==> config.mk <==
export PLATFORM = sky130hd
export DESIGN_NAME = ppm_frame_decoder
export DESIGN_NICKNAME = d
export VERILOG_FILES = /design/src/rtl/ppmfd_pkg.sv /design/src/rtl/ppmfd_cmp_unit.sv /design/src/rtl/ppmfd_chan_store.sv /design/src/rtl/ppm_frame_decoder.sv
export SDC_FILE = /design/constraint.sdc
export NUM_CORES = 1
export LEC_CHECK = 0
export ABC_AREA = 1
export ABC_CLOCK_PERIOD_IN_PS = 3300
export BUFFER_PORTS_ARGS = -buffer_cell sky130_fd_sc_hd__buf_2
export CORE_MARGIN = 4
export CORE_UTILIZATION = 45
export CTS_CLUSTER_SIZE = 16
export DETAILED_ROUTE_END_ITERATION = 6
export MAX_ROUTING_LAYER = met4
export RECOVER_POWER = 50
export SLEW_MARGIN = 20
export SYNTH_ARGS = -nofsm -noshare
export SYNTH_HDL_FRONTEND = slang
export SYNTH_SLANG_ARGS = --single-unit
==> constraint.sdc <==
create_clock -name clk_i -period 3.3 [get_ports clk_i]
set_clock_uncertainty 0.05 [all_clocks]
set_input_delay 0.495 -clock clk_i [delete_from_list [all_inputs] [get_ports clk_i]]
set_output_delay 0.495 -clock clk_i [all_outputs]
set_load 0.005 [all_outputs]
==> src/rtl/ppmfd_pkg.sv <==
// ppmfd_pkg: shared types and constants for the ppm frame decoder
// no dependencies; imported by every module under rtl/
package ppmfd_pkg;

  localparam int unsigned ChannelsDefault = 6;
  localparam int unsigned TimeW           = 32;
  localparam int unsigned PulseW          = 16;
  localparam int unsigned ChanW           = 3;
  localparam int unsigned CfgIdxW         = 2;

  localparam logic [PulseW-1:0] MinPulseReset  = 16'd700;
  localparam logic [PulseW-1:0] MaxPulseReset  = 16'd2250;
  localparam logic [PulseW-1:0] SyncPulseReset = 16'd7500;
  localparam logic [PulseW-1:0] StoreReset     = 16'd1500;

  typedef enum logic [CfgIdxW-1:0] {
    REG_MIN_PULSE  = 2'd0,
    REG_MAX_PULSE  = 2'd1,
    REG_SYNC_PULSE = 2'd2
  } cfg_reg_e;

  typedef enum logic [2:0] {
    KIND_STORED  = 3'd0,
    KIND_IGNORED = 3'd1,
    KIND_ERROR   = 3'd2,
    KIND_COMMIT  = 3'd3,
    KIND_DROPPED = 3'd4
  } kind_e;

  // operation of the shared subtract/compare unit
  typedef enum logic [1:0] {
    OP_DIFF    = 2'd0,
    OP_LT_MIN  = 2'd1,
    OP_GT_MAX  = 2'd2,
    OP_LT_SYNC = 2'd3
  } cmp_op_e;

  typedef struct packed {
    logic [TimeW-1:0]  edge_time;
    logic [TimeW-1:0]  last_time;
    logic [TimeW-1:0]  width;
    logic [PulseW-1:0] min_pulse;
    logic [PulseW-1:0] max_pulse;
    logic [PulseW-1:0] sync_pulse;
  } cmp_opnd_t;

  typedef enum logic [2:0] {
    ST_IDLE = 3'd0,
    ST_DIFF = 3'd1,
    ST_MIN  = 3'd2,
    ST_MAX  = 3'd3,
    ST_SYNC = 3'd4,
    ST_EXEC = 3'd5,
    ST_OUT  = 3'd6
  } state_e;

endpackage

==> src/rtl/ppmfd_cmp_unit.sv <==
// ppmfd_cmp_unit: one 32-bit subtractor shared by the width and limit checks
// depends on ppmfd_pkg
module ppmfd_cmp_unit (
  input  ppmfd_pkg::cmp_op_e             op_i,
  input  ppmfd_pkg::cmp_opnd_t           opnd_i,
  output logic [ppmfd_pkg::TimeW-1:0]    diff_o,
  output logic                           borrow_o
);
  import ppmfd_pkg::*;

  logic [TimeW-1:0] a, b;
  logic [TimeW:0]   res;

  always_comb begin
    unique case (op_i)
      OP_DIFF: begin
        a = opnd_i.edge_time;
        b = opnd_i.last_time;
      end
      OP_LT_MIN: begin
        a = opnd_i.width;
        b = TimeW'(opnd_i.min_pulse);
      end
      // borrow set when max < width
      OP_GT_MAX: begin
        a = TimeW'(opnd_i.max_pulse);
        b = opnd_i.width;
      end
      OP_LT_SYNC: begin
        a = opnd_i.width;
        b = TimeW'(opnd_i.sync_pulse);
      end
      default: begin
        a = opnd_i.edge_time;
        b = opnd_i.last_time;
      end
    endcase
  end

  assign res      = {1'b0, a} - {1'b0, b};
  assign diff_o   = res[TimeW-1:0];
  assign borrow_o = res[TimeW];

endmodule

==> src/rtl/ppmfd_chan_store.sv <==
// ppmfd_chan_store: per-channel pulse width registers, one write and one read port
// depends on ppmfd_pkg
module ppmfd_chan_store #(
  parameter int unsigned CHANNELS = ppmfd_pkg::ChannelsDefault,
  parameter int unsigned IdxW     = (CHANNELS > 1) ? $clog2(CHANNELS) : 1
) (
  input  logic                          clk_i,
  input  logic                          rst_ni,
  input  logic                          we_i,
  input  logic [IdxW-1:0]               waddr_i,
  input  logic [ppmfd_pkg::PulseW-1:0]  wdata_i,
  input  logic [IdxW-1:0]               raddr_i,
  output logic [ppmfd_pkg::PulseW-1:0]  rdata_o
);
  import ppmfd_pkg::*;

  logic [PulseW-1:0] store_q [CHANNELS];

  always_ff @(posedge clk_i or negedge rst_ni) begin
    if (!rst_ni) begin
      for (int i = 0; i < CHANNELS; i++) store_q[i] <= StoreReset;
    end else if (we_i) begin
      store_q[waddr_i] <= wdata_i;
    end
  end

  assign rdata_o = store_q[raddr_i];

endmodule

==> src/rtl/ppm_frame_decoder.sv <==
// ppm_frame_decoder: top level, sequencer around the shared compare unit
// depends on ppmfd_pkg, ppmfd_cmp_unit, ppmfd_chan_store
//
//  channel | handshake                  | payload
//  --------+----------------------------+---------------------------------------
//  in      | in_valid_i / in_stall_o    | edge_time_i
//  out     | out_valid_o / out_stall_i  | kind_o channel_o width_o error_total_o last_o
//  cfg     | cfg_we_i (no wait)         | cfg_index_i cfg_data_i
//
// an edge goes through the shared subtractor (difference, then three limit checks),
// then the update, before its first result beat shows; a sync that commits
// then gives CHANNELS beats, one per cycle when out_stall_i stays low. the input
// stalls from accept until the last result beat is taken. reset restores the limit
// registers, the counter (CHANNELS) and every stored width (1500).
module ppm_frame_decoder #(
  parameter int unsigned CHANNELS = ppmfd_pkg::ChannelsDefault
) (
  input  logic                                 clk_i,
  input  logic                                 rst_ni,
  input  logic                                 in_valid_i,
  output logic                                 in_stall_o,
  input  logic [ppmfd_pkg::TimeW-1:0]          edge_time_i,
  output logic                                 out_valid_o,
  input  logic                                 out_stall_i,
  output logic [2:0]                           kind_o,
  output logic [ppmfd_pkg::ChanW-1:0]          channel_o,
  output logic [ppmfd_pkg::PulseW-1:0]         width_o,
  output logic [ppmfd_pkg::PulseW-1:0]         error_total_o,
  output logic                                 last_o,
  input  logic                                 cfg_we_i,
  input  logic [ppmfd_pkg::CfgIdxW-1:0]        cfg_index_i,
  input  logic [ppmfd_pkg::PulseW-1:0]         cfg_data_i
);
  import ppmfd_pkg::*;

  localparam int unsigned IdxW = (CHANNELS > 1) ? $clog2(CHANNELS) : 1;
  localparam int unsigned CntW = $clog2(CHANNELS + 2);
  localparam logic [CntW-1:0] CntFull   = CntW'(CHANNELS);
  localparam logic [CntW-1:0] CntPoison = CntW'(CHANNELS + 1);
  localparam logic [IdxW-1:0] IdxLast   = IdxW'(CHANNELS - 1);

  // configuration
  logic [PulseW-1:0] min_q, max_q, sync_q;

  always_ff @(posedge clk_i or negedge rst_ni) begin
    if (!rst_ni) begin
      min_q  <= MinPulseReset;
      max_q  <= MaxPulseReset;
      sync_q <= SyncPulseReset;
    end else if (cfg_we_i) begin
      unique case (cfg_index_i)
        REG_MIN_PULSE:  min_q  <= cfg_data_i;
        REG_MAX_PULSE:  max_q  <= cfg_data_i;
        REG_SYNC_PULSE: sync_q <= cfg_data_i;
        default: ;
      endcase
    end
  end

  state_e            state_q, state_d;
  logic [TimeW-1:0]  edge_q, edge_d;
  logic [TimeW-1:0]  last_time_q, last_time_d;
  logic [TimeW-1:0]  w_q, w_d;
  logic              lt_min_q, lt_min_d;
  logic              gt_max_q, gt_max_d;
  logic              lt_sync_q, lt_sync_d;
  logic [CntW-1:0]   cnt_q, cnt_d;
  logic [PulseW-1:0] err_q, err_d;
  logic [IdxW-1:0]   idx_q, idx_d;
  logic              out_valid_q, out_valid_d;
  kind_e             kind_q, kind_d;
  logic [ChanW-1:0]  chan_q, chan_d;
  logic [PulseW-1:0] width_q, width_d;
  logic              last_q, last_d;

  cmp_op_e           op;
  cmp_opnd_t         opnd;
  logic [TimeW-1:0]  diff;
  logic              borrow;

  logic              st_we;
  logic [IdxW-1:0]   st_raddr;
  logic [PulseW-1:0] st_rdata;

  logic              bad;
  logic [CntW-1:0]   cnt_eff;
  logic [PulseW-1:0] sat;
  logic [IdxW-1:0]   idx_nxt;

  assign opnd = '{edge_time:  edge_q,
                  last_time:  last_time_q,
                  width:      w_q,
                  min_pulse:  min_q,
                  max_pulse:  max_q,
                  sync_pulse: sync_q};

  ppmfd_cmp_unit u_cmp (
    .op_i     (op),
    .opnd_i   (opnd),
    .diff_o   (diff),
    .borrow_o (borrow)
  );

  ppmfd_chan_store #(
    .CHANNELS (CHANNELS),
    .IdxW     (IdxW)
  ) u_store (
    .clk_i   (clk_i),
    .rst_ni  (rst_ni),
    .we_i    (st_we),
    .waddr_i (cnt_eff[IdxW-1:0]),
    .wdata_i (sat),
    .raddr_i (st_raddr),
    .rdata_o (st_rdata)
  );

  assign bad     = lt_min_q | (gt_max_q & lt_sync_q);
  assign cnt_eff = bad ? CntPoison : cnt_q;
  assign sat     = (w_q[TimeW-1:PulseW] != '0) ? '1 : w_q[PulseW-1:0];
  assign idx_nxt = idx_q + IdxW'(1);

  always_comb begin
    state_d     = state_q;
    edge_d      = edge_q;
    last_time_d = last_time_q;
    w_d         = w_q;
    lt_min_d    = lt_min_q;
    gt_max_d    = gt_max_q;
    lt_sync_d   = lt_sync_q;
    cnt_d       = cnt_q;
    err_d       = err_q;
    idx_d       = idx_q;
    out_valid_d = out_valid_q;
    kind_d      = kind_q;
    chan_d      = chan_q;
    width_d     = width_q;
    last_d      = last_q;
    op          = OP_DIFF;
    st_we       = 1'b0;
    st_raddr    = idx_nxt;

    unique case (state_q)
      ST_IDLE: begin
        if (in_valid_i) begin
          edge_d  = edge_time_i;
          state_d = ST_DIFF;
        end
      end
      ST_DIFF: begin
        op      = OP_DIFF;
        w_d     = diff;
        state_d = ST_MIN;
      end
      ST_MIN: begin
        op       = OP_LT_MIN;
        lt_min_d = borrow;
        state_d  = ST_MAX;
      end
      ST_MAX: begin
        op       = OP_GT_MAX;
        gt_max_d = borrow;
        state_d  = ST_SYNC;
      end
      ST_SYNC: begin
        op        = OP_LT_SYNC;
        lt_sync_d = borrow;
        state_d   = ST_EXEC;
      end
      ST_EXEC: begin
        st_raddr    = '0;
        last_time_d = edge_q;
        out_valid_d = 1'b1;
        state_d     = ST_OUT;
        if (bad) err_d = err_q + PulseW'(1);
        if (!lt_sync_q) begin
          // sync gap: commit the frame unless it was poisoned
          cnt_d = '0;
          if (cnt_eff <= CntFull) begin
            idx_d   = '0;
            kind_d  = KIND_COMMIT;
            chan_d  = '0;
            width_d = st_rdata;
            last_d  = (CHANNELS == 1);
          end else begin
            kind_d  = KIND_DROPPED;
            chan_d  = ChanW'(cnt_eff);
            width_d = sat;
            last_d  = 1'b1;
          end
        end else if (cnt_eff < CntFull) begin
          st_we   = 1'b1;
          cnt_d   = cnt_eff + CntW'(1);
          kind_d  = KIND_STORED;
          chan_d  = ChanW'(cnt_eff);
          width_d = sat;
          last_d  = 1'b1;
        end else begin
          cnt_d   = cnt_eff;
          kind_d  = bad ? KIND_ERROR : KIND_IGNORED;
          chan_d  = ChanW'(cnt_eff);
          width_d = sat;
          last_d  = 1'b1;
        end
      end
      ST_OUT: begin
        if (!out_stall_i) begin
          if (!last_q) begin
            // next committed channel beat
            idx_d   = idx_nxt;
            chan_d  = ChanW'(idx_nxt);
            width_d = st_rdata;
            last_d  = (idx_nxt == IdxLast);
          end else begin
            out_valid_d = 1'b0;
            state_d     = ST_IDLE;
          end
        end
      end
      default: state_d = ST_IDLE;
    endcase
  end

  always_ff @(posedge clk_i or negedge rst_ni) begin
    if (!rst_ni) begin
      state_q     <= ST_IDLE;
      last_time_q <= '0;
      cnt_q       <= CntFull;
      err_q       <= '0;
      out_valid_q <= 1'b0;
      idx_q       <= '0;
    end else begin
      state_q     <= state_d;
      last_time_q <= last_time_d;
      cnt_q       <= cnt_d;
      err_q       <= err_d;
      out_valid_q <= out_valid_d;
      idx_q       <= idx_d;
    end
  end

  always_ff @(posedge clk_i) begin
    edge_q    <= edge_d;
    w_q       <= w_d;
    lt_min_q  <= lt_min_d;
    gt_max_q  <= gt_max_d;
    lt_sync_q <= lt_sync_d;
    kind_q    <= kind_d;
    chan_q    <= chan_d;
    width_q   <= width_d;
    last_q    <= last_d;
  end

  assign in_stall_o    = (state_q != ST_IDLE);
  assign out_valid_o   = out_valid_q;
  assign kind_o        = kind_q;
  assign channel_o     = chan_q;
  assign width_o       = width_q;
  assign error_total_o = err_q;
  assign last_o        = last_q;

  // a result beat never overlaps acceptance of a new edge
  a_stall_while_out: assert property (@(posedge clk_i) disable iff (!rst_ni)
    out_valid_o |-> in_stall_o)
    else $error("edge accepted while a result beat is pending");

  // error count only ever steps by one
  a_err_step: assert property (@(posedge clk_i) disable iff (!rst_ni)
    !$stable(error_total_o) |-> error_total_o == PulseW'($past(error_total_o) + 16'd1))
    else $error("error count jumped");

  // the final beat of an edge closes the result run
  a_last_ends: assert property (@(posedge clk_i) disable iff (!rst_ni)
    out_valid_o && !out_stall_i && last_o |=> !out_valid_o)
    else $error("result beat after last");

  // commit runs count channels upward by one
  a_commit_seq: assert property (@(posedge clk_i) disable iff (!rst_ni)
    out_valid_o && !out_stall_i && !last_o |=>
      out_valid_o && kind_o == KIND_COMMIT &&
      channel_o == ChanW'($past(channel_o) + 3'd1))
    else $error("commit channel order broken");

endmodule
==> impl_metrics.csv <==
group,metric,value,unit
timing,fin_tns_setup,0,ps
grt,grt_max_degree,77,
critical_path,crit_fanout,39,
place,place_worst_setup_slack,60.5,ps
grt,grt_pass1_vias,12800,
timing,finalHoldViolCount,0,
critical_path,path_cells,"inv_1 -> nand3_2 -> nand2_4 -> nor2_4 -> inv_2 -> buf_12 -> o2111ai_1 -> o21ai_1 -> ha_1 -> nand2_1 -> inv_1 -> nand2_1 -> nor3_1 -> o21ai_0 -> nand4_1 -> nand2_1",
outcome,violations,"max-capacitance violations, max-slew violations",
detailed_routing,drcViolationCount,0,
floorplanning,rows,68,
synthesis,netlist_top_cells_area,"dfrtp_1, edfxtp_1, nand2_1",
pwr,pwr-share-comb,55.6,%
synthesis,synth_top_cell_area_share,22.3,%
timing,tightest_slew,1540,ps
clock_network,cts_root_buf,"clkbuf_16",
detailed_routing,dr.first_iter.drc_count,939,
place,gp_congestion,0.994,
timing,fin_crit,3110,ps
synthesis,avgSynthCellArea,8.13,um2
finish,n_fill_cell,3357,
synthesis,yosys.area.top_type,"dfrtp_1",
critical_path,cp-start-kind,"flip-flop",
pwr,p_leak,8.70,nW
grt,antenna_found_initial,0,
clock_network,h-tree-depth,2,
floorplanning,core,34500,um2
finish,utilization,51.7,%
clock_network,cts.sinks,292,
synthesis,synth-seq-cells,292,
synthesis,netlist_area,15700,um2
finish,final_nets,2119,
grt,grt_overflow,0,
pwr,internal_power,12.1,mW
critical_path,slowest_delay,430,ps
synthesis,synth_edf_count,90,
critical_path,critPathArrivalTime,3300,ps
clock_network,insertion_delay,520,ps
finish,drive_gt1_share,14.7,%
detailed_routing,vias_per_cell,5.18,
pwr,finalPower,22.5,mW
floorplanning,ios,96,
grt,grt_pass1_wl,67.9,mm
pwr,power_switching,10.5,mW
synthesis,ys_types,47,
floorplanning,chipHeight,195,um
clock_network,cts_tree,"yes",
grt,grt_util_all_layers,22.7,%
timing,fin_ws,190,ps
clock_network,clockBufferDepth,3,
timing,finalCritPeriodShare,94.2,%
critical_path,required,3490,ps
clock_network,cts_buffers,35,
synthesis,synth_nets,2025,
detailed_routing,num_vias,13000,
hold_path,hold_class,"in -> reg",
synthesis,synthFlopType,"dfrtp_1",
pwr,switching_share,46.4,%
detailed_routing,finalWirelength,42.0,mm
finish,diodes,0,
clock_network,post-cts-setup-buffers,0,
critical_path,cp-end-kind,"flip-flop",
floorplanning,initial_core_util,45.6,%
synthesis,ys_seq_area_share,49.9,%
clock_network,clkTransAtPathRegs,60,ps
timing,hold_slack,101,ps
place,port_buffers,95,
critical_path,cpMaxStageDelayCell,"ha_1",
synthesis,yosysWarnings,0,
detailed_routing,wl_per_cell,16.7,um
detailed_routing,drt-pass1-iter-count,5,
pwr,seqPwrFrac,27.5,%
synthesis,postSynth.asyncResetShare,69.2,%
pwr,pwr-share-clk,17.0,%
critical_path,path_class,"reg -> reg",
floorplanning,die_area,37900,um2
outcome,status,"finished with violations",
critical_path,crit_top_cell,"nand2_1",
timing,slew_violations,57,
detailed_routing,antenna_left,0,
synthesis,synthCells,1932,
timing,clock.fmax,0.322,GHz
timing,setup_viol,0,
place,dp_hpwl,29.0,mm
finish,area_delta_synth_final,13.6,%
timing,relSlewSlack,-2.45,%
pwr,p_per_area,1260,nW/um2
job,maxCapViolations,1,
pwr,ir_drop,0.627,mV
floorplanning,die_width,195,um
state kept, by name (all words and copies together), names as in the netlist, 3 cells and up:
register	count
kind_o	3
sync_q	16
channel_o	3
u_store.store_q	96
state_q	3
edge_q	32
last_time_q	32
width_o	16
idx_q	3
w_q	32
cnt_q	3
max_q	16
min_q	16
error_total_o	16
layout by cell type (no fill, tap or decap), types with 4 or more instances in the layout:
cell,n
a21oi_1,36
a221oi_1,4
a22oi_1,31
and2_1,6
buf_12,5
buf_2,94
buf_4,25
clkbuf_1,7
clkbuf_16,36
clkbuf_8,6
clkinv_1,4
clkinv_2,8
dfrtp_1,139
dfstp_2,62
edfxtp_1,90
ha_1,37
inv_1,294
nand2_1,590
nand2_2,12
nand2_4,4
nand3_1,70
nand3b_1,5
nand4_1,17
nor2_1,91
nor2_4,4
nor3_1,6
o2111ai_1,24
o211ai_1,13
o21ai_0,120
o21ai_1,108
o22ai_1,17
or2_2,16
xnor2_1,6
xor2_1,23
cell families after synthesis:
kind of cell               after synthesis  synth area share, %
AOI/OAI and AO/OA                      364                 13.3
buffers and inverters                  373                 9.77
DFF                                    292                 49.9
and+or+nand+nor                        835                 22.2
adders and majority gates               38                 3.08
xor gates and xnor gates                30                 1.72
what timing repair did:
item	4_1_cts	5_1_grt
hold buffers	1	0
endpoints found under the setup margin	0	16
resized for setup	0	10
endpoints found under the hold margin	40	0
area by class of cell:
cell class	instances	area [um2]	area share [%]
clock buffer	48	1010	5.64
timing repair buffer	129	796	4.46
clock inverter	14	130	0.730
sequential	292	7840	43.9
tap	455	569	3.19
inverter	301	1130	6.35
multi-input combinational	1267	6360	35.7
critical path: cells and delay by family, from the launching register on:
| family | cells | cell delay [ps] |
|---|---|---|
| compound gates | 3 | 400 |
| fa+ha+maj | 1 | 430 |
| buf+inv | 4 | 450 |
| flops | 1 | 420 |
| simple gates | 8 | 1060 |
layer usage:
| metal | vias to the layer above | track usage, % | share of wire (%) |
|---|---|---|---|
| met3 | 103 | 2.76 | 4.2 |
| met2 | 295 | 37.4 | 48 |
| li1 | 6436 | - | - |
| met4 | 0 | 7.73 | 3.5 |
| met5 | - | - | 0 |
| met1 | 6144 | 29.3 | 44 |
metrics by stage:
stage	area, um2	instances
after floorplan	15700	1932
after global placement	16700	2443
after detailed placement	16700	2443
after CTS	17800	2506
after global routing	17800	2506
final	17800	2506
power groups by stage:
stage / clock, mW / sequential, mW / combinational (mW)
5_1_grt: 4.07 / 6.31 / 14.2
6_report: 3.82 / 6.19 / 12.5
3_3_place_gp: 0 / 6.22 / 12.2
2_1_floorplan: 0 / 6.06 / 8.93
3_5_place_dp: 0 / 6.24 / 12.4
4_1_cts: 3.93 / 6.19 / 12.4
worst paths after layout:
path | start | end | slack (ps) | cells after the start
max in group asynchronous | rst_ni | u_store.store_q[1]$_DFFE_PN0P_ | 500 | 3
min in group asynchronous | rst_ni | u_store.store_q[57]$_DFFE_PN0P_ | 860 | 2
hold reg to reg | u_store.store_q[8]$_DFFE_PN1P_ | u_store.store_q[8]$_DFFE_PN1P_ | 420 | 2
setup reg to reg | state_q[0]$_DFFE_PN0P_ | w_q[18]$_DFFE_PP_ | 190 | 16
setup / recovery | state_q[0]$_DFFE_PN0P_ | w_q[18]$_DFFE_PP_ | 190 | 16
hold / removal | edge_time_i[11] | edge_q[11]$_DFFE_PP_ | 100 | 1
synthesized netlist by cell type, types with 13 or more instances:
library cell	count
dfrtp_1	140
nor2_1	93
o2111ai_1	24
nand3_1	70
clkbuf_1	19
edfxtp_1	90
nand4_1	17
a21oi_1	38
buf_2	38
or2_2	16
a22oi_1	31
o21ai_0	120
xor2_1	23
inv_1	293
nand2_1	592
dfstp_2	62
ha_1	37
o21ai_1	108
o211ai_1	13
o22ai_1	17
Note: power is estimated with default switching activity, not from simulation.
